File: config.mk
export PLATFORM = sky130hd
export DESIGN_NAME = front_panel_menu_keys
export DESIGN_NICKNAME = d
export VERILOG_FILES = /design/src/hw/rtl/fpmk_pkg.sv /design/src/hw/rtl/fpmk_update.sv /design/src/hw/rtl/front_panel_menu_keys.sv
export SDC_FILE = /design/constraint.sdc
export NUM_CORES = 1
export LEC_CHECK = 0
export ABC_AREA = 0
export BUFFER_PORTS_ARGS = -buffer_cell sky130_fd_sc_hd__buf_4
export CAP_MARGIN = 30
export CORE_AREA = 2 2 108 110
export DETAILED_ROUTE_END_ITERATION = 8
export DIE_AREA = 0 0 110 112
export PLACE_DENSITY = 0.83
export SETUP_SLACK_MARGIN = 0.1
export SYNTH_ARGS = -nofsm -noshare
export SYNTH_HDL_FRONTEND = slang
export SYNTH_SLANG_ARGS = --single-unit
File: constraint.sdc
create_clock -name clk_i -period 4.7 [get_ports clk_i]
set_input_delay 0.94 -clock clk_i [delete_from_list [all_inputs] [get_ports clk_i]]
set_output_delay 0.94 -clock clk_i [all_outputs]
set_load 0.05 [all_outputs]
File: src/hw/rtl/fpmk_pkg.sv
// fpmk_pkg: shared types and constants for the front panel menu key handler
// used by fpmk_update and front_panel_menu_keys; no dependencies
`timescale 1ns / 1ps

package fpmk_pkg;

  // key pin widths and bit positions (active-low pins)
  localparam int unsigned KeyW       = 3;
  localparam int unsigned KeyUpBit   = 0;
  localparam int unsigned KeyDownBit = 1;
  localparam int unsigned KeyMenuBit = 2;

  // field widths
  localparam int unsigned DelayW   = 16;
  localparam int unsigned VoltW    = 3;
  localparam int unsigned TriggerW = 8;
  localparam int unsigned GridW    = 2;

  // menu codes, as shown on the menu_index field
  typedef enum logic [2:0] {
    MENU_TIME     = 3'd0,
    MENU_VOLT     = 3'd1,
    MENU_TRIGGER  = 3'd2,
    MENU_COUPLING = 3'd3,
    MENU_GRID     = 3'd4
  } menu_e;

  localparam logic [VoltW-1:0]    VoltMax         = 3'd6;
  localparam logic [DelayW-1:0]   TimeStepReset   = 16'd100;
  localparam logic [TriggerW-1:0] TriggerReset    = 8'd128;
  localparam logic [GridW-1:0]    GridReset       = 2'd3;

  // configuration register map
  localparam int unsigned         PaddrW        = 3;
  localparam logic [PaddrW-1:0]   AddrTimeStep  = 3'd0;

  // everything the panel remembers between samples, besides the key history
  typedef struct packed {
    menu_e                menu;
    logic [DelayW-1:0]    delay;
    logic [VoltW-1:0]     volt;
    logic [TriggerW-1:0]  trigger;
    logic                 ac;
    logic [GridW-1:0]     grid;
  } settings_t;

  localparam settings_t SettingsReset = '{
    menu:    MENU_TIME,
    delay:   '0,
    volt:    '0,
    trigger: TriggerReset,
    ac:      1'b0,
    grid:    GridReset
  };

endpackage

File: src/hw/rtl/fpmk_update.sv
// fpmk_update: edge detect on the key pins and next-value logic for the settings
// depends on fpmk_pkg
`timescale 1ns / 1ps

module fpmk_update (
  input  logic [fpmk_pkg::KeyW-1:0]   keys_cur_i,
  input  logic [fpmk_pkg::KeyW-1:0]   keys_prev_i,
  input  logic [fpmk_pkg::DelayW-1:0] time_step_i,
  input  fpmk_pkg::settings_t         cur_i,
  output fpmk_pkg::settings_t         next_o,
  output logic                        menu_changed_o
);
  import fpmk_pkg::*;

  logic [KeyW-1:0] pressed;
  logic            up_only;
  logic            down_only;
  logic            adjust;

  // falling edge on an active-low pin
  assign pressed   = ~keys_cur_i & keys_prev_i;
  assign up_only   = pressed[KeyUpBit] & ~pressed[KeyDownBit];
  assign down_only = pressed[KeyDownBit] & ~pressed[KeyUpBit];
  assign adjust    = up_only | down_only;
  assign menu_changed_o = pressed[KeyMenuBit];

  always_comb begin
    next_o = cur_i;

    // menu advance modulo 5
    if (pressed[KeyMenuBit]) begin
      case (cur_i.menu)
        MENU_TIME:     next_o.menu = MENU_VOLT;
        MENU_VOLT:     next_o.menu = MENU_TRIGGER;
        MENU_TRIGGER:  next_o.menu = MENU_COUPLING;
        MENU_COUPLING: next_o.menu = MENU_GRID;
        MENU_GRID:     next_o.menu = MENU_TIME;
        default:       next_o.menu = menu_e'(cur_i.menu - 3'd4);
      endcase
    end

    // setting of the menu that was current before the advance
    if (adjust) begin
      case (cur_i.menu)
        MENU_TIME: begin
          next_o.delay = up_only ? cur_i.delay + time_step_i
                                 : cur_i.delay - time_step_i;
        end
        MENU_VOLT: begin
          if (up_only && cur_i.volt < VoltMax) begin
            next_o.volt = cur_i.volt + 3'd1;
          end else if (down_only && cur_i.volt != '0) begin
            next_o.volt = cur_i.volt - 3'd1;
          end
        end
        MENU_TRIGGER: begin
          next_o.trigger = up_only ? cur_i.trigger + 8'd1 : cur_i.trigger - 8'd1;
        end
        MENU_COUPLING: begin
          next_o.ac = ~cur_i.ac;
        end
        MENU_GRID: begin
          next_o.grid = up_only ? cur_i.grid + 2'd1 : cur_i.grid - 2'd1;
        end
        default: begin
        end
      endcase
    end
  end

endmodule

File: src/hw/rtl/front_panel_menu_keys.sv
// front_panel_menu_keys: top level of the front panel menu key handler
// depends on fpmk_pkg and fpmk_update
`timescale 1ns / 1ps

// Takes one key scan sample per request on the input stream (three raw
// active-low pins: up, down, menu) and returns one result request per sample
// holding the menu index, a menu-changed flag and all five settings after the
// sample is applied. A key acts on a high-to-low transition between samples;
// the menu key steps through time, volt, trigger, coupling and grid, and up or
// down changes the setting of the menu shown before the step (both together do
// nothing). The path is an input register, one level of update logic and a
// result register, so a new sample is taken every cycle unless the result
// stream stalls; an accepted sample passes the input register and then the
// result register before result valid rises. When the result register is
// held by backpressure the input register holds too, and input tready drops
// once both are full. The time step is set through the APB port at address 0
// and should only be written while no sample is in flight.
module front_panel_menu_keys (
  input  logic                         clk_i,
  input  logic                         rst_ni,
  // sample stream
  input  logic                         s_axis_tvalid,
  output logic                         s_axis_tready,
  input  logic [7:0]                   s_axis_tdata,  // [2:0] keys_raw
  // result stream
  output logic                         m_axis_tvalid,
  input  logic                         m_axis_tready,
  // [2:0] menu_index, [3] menu_changed, [19:4] time_delay, [22:20] volt_select,
  // [30:23] trigger_level, [31] ac_coupled, [33:32] grid_select
  output logic [39:0]                  m_axis_tdata,
  // configuration
  input  logic                         psel,
  input  logic                         penable,
  input  logic                         pwrite,
  input  logic [fpmk_pkg::PaddrW-1:0]  paddr,
  input  logic [31:0]                  pwdata,
  output logic [31:0]                  prdata,
  output logic                         pready
);
  import fpmk_pkg::*;

  // configuration register
  logic [DelayW-1:0] time_step_q;
  logic              cfg_sel;   // word address matches the time step register
  logic              cfg_wr;

  assign pready  = 1'b1;
  assign cfg_sel = (paddr[PaddrW-1:2] == AddrTimeStep[PaddrW-1:2]);
  assign cfg_wr  = psel & penable & pwrite & pready & cfg_sel;
  assign prdata  = cfg_sel ? {16'd0, time_step_q} : 32'd0;

  always_ff @(posedge clk_i or negedge rst_ni) begin
    if (!rst_ni) begin
      time_step_q <= TimeStepReset;
    end else if (cfg_wr) begin
      time_step_q <= pwdata[DelayW-1:0];
    end
  end

  // input register
  logic            in_valid_q;
  logic [KeyW-1:0] in_keys_q;
  logic            out_valid_q;
  logic            out_load;   // input register moves into the result register

  assign out_load      = in_valid_q & (~out_valid_q | m_axis_tready);
  assign s_axis_tready = ~in_valid_q | out_load;

  always_ff @(posedge clk_i or negedge rst_ni) begin
    if (!rst_ni) begin
      in_valid_q <= 1'b0;
    end else if (s_axis_tready) begin
      in_valid_q <= s_axis_tvalid;
    end
  end

  always_ff @(posedge clk_i) begin
    if (s_axis_tready && s_axis_tvalid) begin
      in_keys_q <= s_axis_tdata[KeyW-1:0];
    end
  end

  // panel state, advanced once per sample as it enters the result register
  logic [KeyW-1:0] prev_keys_q;
  settings_t       set_q;
  settings_t       set_d;
  logic            menu_changed;

  fpmk_update u_update (
    .keys_cur_i     (in_keys_q),
    .keys_prev_i    (prev_keys_q),
    .time_step_i    (time_step_q),
    .cur_i          (set_q),
    .next_o         (set_d),
    .menu_changed_o (menu_changed)
  );

  always_ff @(posedge clk_i or negedge rst_ni) begin
    if (!rst_ni) begin
      prev_keys_q <= '0;
      set_q       <= SettingsReset;
    end else if (out_load) begin
      prev_keys_q <= in_keys_q;
      set_q       <= set_d;
    end
  end

  // result register
  logic [39:0] out_data_q;

  always_ff @(posedge clk_i or negedge rst_ni) begin
    if (!rst_ni) begin
      out_valid_q <= 1'b0;
    end else if (out_load) begin
      out_valid_q <= 1'b1;
    end else if (m_axis_tready) begin
      out_valid_q <= 1'b0;
    end
  end

  always_ff @(posedge clk_i) begin
    if (out_load) begin
      out_data_q <= {6'd0, set_d.grid, set_d.ac, set_d.trigger, set_d.volt,
                     set_d.delay, menu_changed, set_d.menu};
    end
  end

  assign m_axis_tvalid = out_valid_q;
  assign m_axis_tdata  = out_data_q;

endmodule
* Word level (Yosys, flattened, before mapping) *
Index checks and enable logic that the tools add are counted.
Widths: inputs -> output; s select.

word-level totals
  output and inout bits = 75
  bits in registers = 91

operators by class
  $add $sub $neg = 9
  bitwise gates (word level) = 17
  reductions and logical operators = 6
  multiplexer cells = 16
  magnitude comparators = 1
  eq/ne operators = 4

operators by type and width
  kind                 number
  $mux 16              3
  $mux 30              1
  $add 16x16->16       1
  $mux 8               2
  $sub 16x16->16       1
  $pmux 3 s5           1
  $mux 3               4
  $add 8x1->8 const B  1
  $sub 8x1->8 const B  1
  $and 1x1->1          6
  $eq 3x2->1 const B   2
  $not 1->1            6
  $mux 2               2
  $add 3x1->3 const B  1
  $and 3x3->3          1
  $eq 3x1->1 const B   1
  $eq 3x3->1 const B   1
  $logic_and 1x1->1    3
  $logic_not 3->1      1
  $lt 3x3->1 const B   1
  $mux 1               3
  $not 3->3            1
  $or 1x1->1           3
  $reduce_bool 3->1    1
  5 further kinds      5

* Longest topological paths before layout *
  depth after elaboration = 9
  mapped depth = 15
  mapped depth without buffers = 13

* Hierarchy *
Synthesis repeated with hierarchy kept, for this count alone.

second synthesis, totals
  cell total of the unflattened synthesis = 486
  area total of the unflattened synthesis = 5437.7 µm²

modules (own cells, without submodules)
  module                 sequential area each (µm²)  area an instance (µm²)  cells an instance  times used
  front_panel_menu_keys  2469.9                      3503.4                  197                1
  fpmk_update            0.0                         1934.4                  289                1

* Worst setup path after synthesis *
No wires, ideal clock.

  kind = register -> register
  from = register in_keys_q[0]
  to = register out_data_q[18] (netlist: m_axis_tdata[18]) (data pin)
  slack = 1228 ps
  setup time = 262 ps
  clock period less this slack = 3472 ps
  data required time = 4438 ps
  arrival = 3210 ps
  cell stages (with the launch flop) = 15
  buffers on the path = 2
  path through = edfxtp_1 nor2b_1 ha_1 clkbuf_1 clkbuf_1 nor2_1 xor2_1 ha_1 a21oi_1 o211ai_1 a31oi_1 o21ai_2 a2111oi_4 mux2i_1 o22ai_1

RTL lines
  item                      line                          RTL
  start: declaration        front_panel_menu_keys.sv:62   logic [KeyW-1:0] in_keys_q;
  start signal: assignment  front_panel_menu_keys.sv:79   in_keys_q <= s_axis_tdata[KeyW-1:0];
  end signal: assignment    front_panel_menu_keys.sv:123  out_data_q <= {6'd0, set_d.grid, set_d.ac, set_d.trigger, set_d.volt,
  end: declaration          front_panel_menu_keys.sv:109  logic [39:0] out_data_q;

==> impl_metrics.json <==
{
  "finalNonFillerCells": 767,
  "finalClockSkew_ns": 0.0103,
  "design_area_mm2": 0.00642,
  "setup_tns_ns": 0,
  "grt_max_degree": 55,
  "initial_utilization_pct": 49.1,
  "slew_headroom_pct": 42.5,
  "final_max_slew_viol_count": 0,
  "finalHoldViolCount": 0,
  "core-area_mm2": 0.0112,
  "die_x_um": 110,
  "htree_levels": 3,
  "drcViolationCount": 0,
  "rsz0062_at_grt": "no",
  "path_class": "reg2reg",
  "drtIter0Drc": 217,
  "end_kind": "register",
  "syn_area_mm2": 0.00548,
  "hp-class": "reg2reg",
  "fmax_mhz": 263,
  "cts_hold_buf": 0,
  "synth_warnings": 0,
  "cts_tree": "done",
  "tightest_slew_ns": 0.859,
  "grt_antenna_before_repair": 0,
  "row_count": 39,
  "cts_max_path_buffers": 2,
  "slowest_delay_ns": 0.52,
  "place_area_mm2": 0.00612,
  "clk_latency_ns": 0.35,
  "cts_root_buf": "clkbuf_16",
  "grt.total_usage_pct": 19.7,
  "status": "complete, no violations",
  "synth_edf_count": 37,
  "async_flop_share_pct": 59.3,
  "worstPathRequired_ns": 4.79,
  "grt_pass1_vias": 4022,
  "syn_inst": 545,
  "cp.arrival_ns": 3.89,
  "grt_overflow": 0,
  "final_common_cell": "nand2_1",
  "slowest_stage": "nor3b_1",
  "drt-pass1-iter-count": 4,
  "fin_nets": 702,
  "fin_crit_ns": 3.80,
  "synth_top_area_cell": "dfrtp_1",
  "grt_pass1_wl_um": 19200,
  "yosys_most_used_dff": "dfrtp_1",
  "ys_top_cells_by_area": "dfrtp_1, edfxtp_1, ha_1",
  "yosysSeqAreaShare_pct": 45.0,
  "synth-seq-cells": 91,
  "antenna_cells": 0,
  "cts_buffers": 9,
  "placed_cells": 751,
  "die_h_um": 112,
  "layout-drive-gt1-share_pct": 22.8,
  "pin_count": 125,
  "drtAntennaViolNets": 0,
  "synth_top_area_share_pct": 21.9,
  "wl_per_cell_um": 15.5,
  "leakagePower_nw": 2.93,
  "fin_crit_sh_pct": 80.9,
  "power.density_mw_per_mm2": 689,
  "drv_cap": 0,
  "syn_to_final_growth_pct": 17.0,
  "syn_area_per_cell_um2": 10.1,
  "finalPower_mw": 4.42,
  "dpl.hpwl_um": 8570,
  "clock_sinks": 91,
  "clk_pin_slew_ns": 0.07,
  "wl_um": 11900,
  "cts_resized": 0,
  "gp_congestion": 0.892,
  "ir_drop_mv": 0.313,
  "dr_total_vias": 4084,
  "yosysUniqueCellTypes": 54,
  "post_cts_buffers": 0,
  "cpMostUsedCell": "xor2_1",
  "worstPathCellList": "or3_1 -> nor3b_1 -> a31oi_1 -> xor2_1 -> ha_1 -> a21o_1 -> o21bai_1 -> a221oi_1 -> o21ai_0 -> xnor2_1 -> nor2_1 -> xor2_1",
  "port_buffers": 78,
  "design.die.area_mm2": 0.0123,
  "setup_viol": 0,
  "start_kind": "register",
  "cp_max_fo": 6,
  "post_drt_via_cell_ratio": 5.32,
  "final_cell_mix": "nand2_1, buf_4, dfrtp_1"
}
-- Yosys cell counts (2+ instances only) --
master and instances:
nand3_1 8, mux2_2 28, nor2_1 34, nand2b_1 11, o31ai_1 3, conb_1 2, inv_1 17, nor3b_1 2
a21oi_1 25, nor2b_1 16, a31oi_1 6, o211ai_1 2, o2111ai_1 2, dfrtp_1 48, buf_4 23, buf_2 6
dfstp_2 6, a21o_1 6, nand3b_1 2, a31o_2 2, mux2i_1 7, fa_1 2, nor4_4 2, nand4_1 3
xor2_1 24, a211oi_1 3, xnor2_1 25, clkbuf_1 12, o21ai_0 15, edfxtp_1 37, nor3_1 11, nand2_1 99
ha_1 31, or4_1 2, o21bai_1 4
-- where the power goes --
part	total, mW	internal [mW]	leakage (nW)	switching (mW)
logic	2.31	0.877	1.76	1.43
clock network	0.732	0.415	0.148	0.317
registers	1.38	1.15	1.02	0.231
total	4.42	2.44	2.93	1.98
-- registers in the layout, indices dropped and copies added (netlist names) --
register	cells
in_keys_q	3
m_axis_tvalid	1
m_axis_tdata	34
in_valid_q	1
prev_keys_q	3
time_step_q	16
set_q	33
-- path summary, 6_finish.rpt --
kind	endpoint	cells after the start	slack, ns	from
worst min-delay path	prev_keys_q[2]	2	0.47	in_keys_q[2]
worst max-delay path	m_axis_tdata[19]	12	0.90	time_step_q[4]
min in group asynchronous	set_q[9]	1	0.64	rst_ni
max in group asynchronous	time_step_q[14]	1	3.56	rst_ni
worst max register to register	m_axis_tdata[19]	12	0.90	time_step_q[4]
worst min register to register	prev_keys_q[2]	2	0.47	in_keys_q[2]
-- cell type report --
cell class | instances | area, um2
Sequential cell | 91 | 2470
Tap cell | 143 | 179
Timing Repair Buffer | 83 | 623
Inverter | 18 | 67.6
Multi-Input combinational cell | 416 | 2780
Clock inverter | 7 | 73.8
Clock buffer | 9 | 225
Fill cell | 927 | 4760
-- worst max-delay path, delay by kind of cell, from the launching register on --
family	cells	cell delay (ns)
XOR/XNOR	3	0.71
adder cells (fa/ha/maj)	1	0.36
AND/OR/NAND/NOR	3	1.05
AO/OA/AOI/OAI	5	1.02
flip-flops	1	0.42
-- logic make-up after synthesis --
logic type / after synthesis / share of synthesized area [%]
AOI/OAI and AO/OA: 78 / 9.35
xor gates and xnor gates: 49 / 7.83
adders and majority gates: 33 / 7.80
buffers and inverters: 59 / 5.75
DFF: 91 / 45.0
muxes: 35 / 7.03
other: 2 / 0.137
and+or+nand+nor: 198 / 17.1
-- per-layer routing --
metal / vias to the layer above / GRT usage (%) / part of all wire, %
li1: 1971 / - / -
met1: 1981 / 26.1 / 44
met2: 112 / 31.7 / 49
met3: 20 / 1.93 / 4.1
met4: 0 / 10.2 / 2.4
met5: - / 0 / 0
-- per-stage QoR --
stage	util, %	setup slack (ns)	hold slack, ns
detailed placement	54.7	0.943	0.451
finish	57.4	0.897	0.469
floorplan	-	1.23	0.431
global route	57.4	0.588	0.498
global placement	54.7	0.987	0.443
CTS	57.4	0.915	0.468
(Power assumes the default switching activity.)
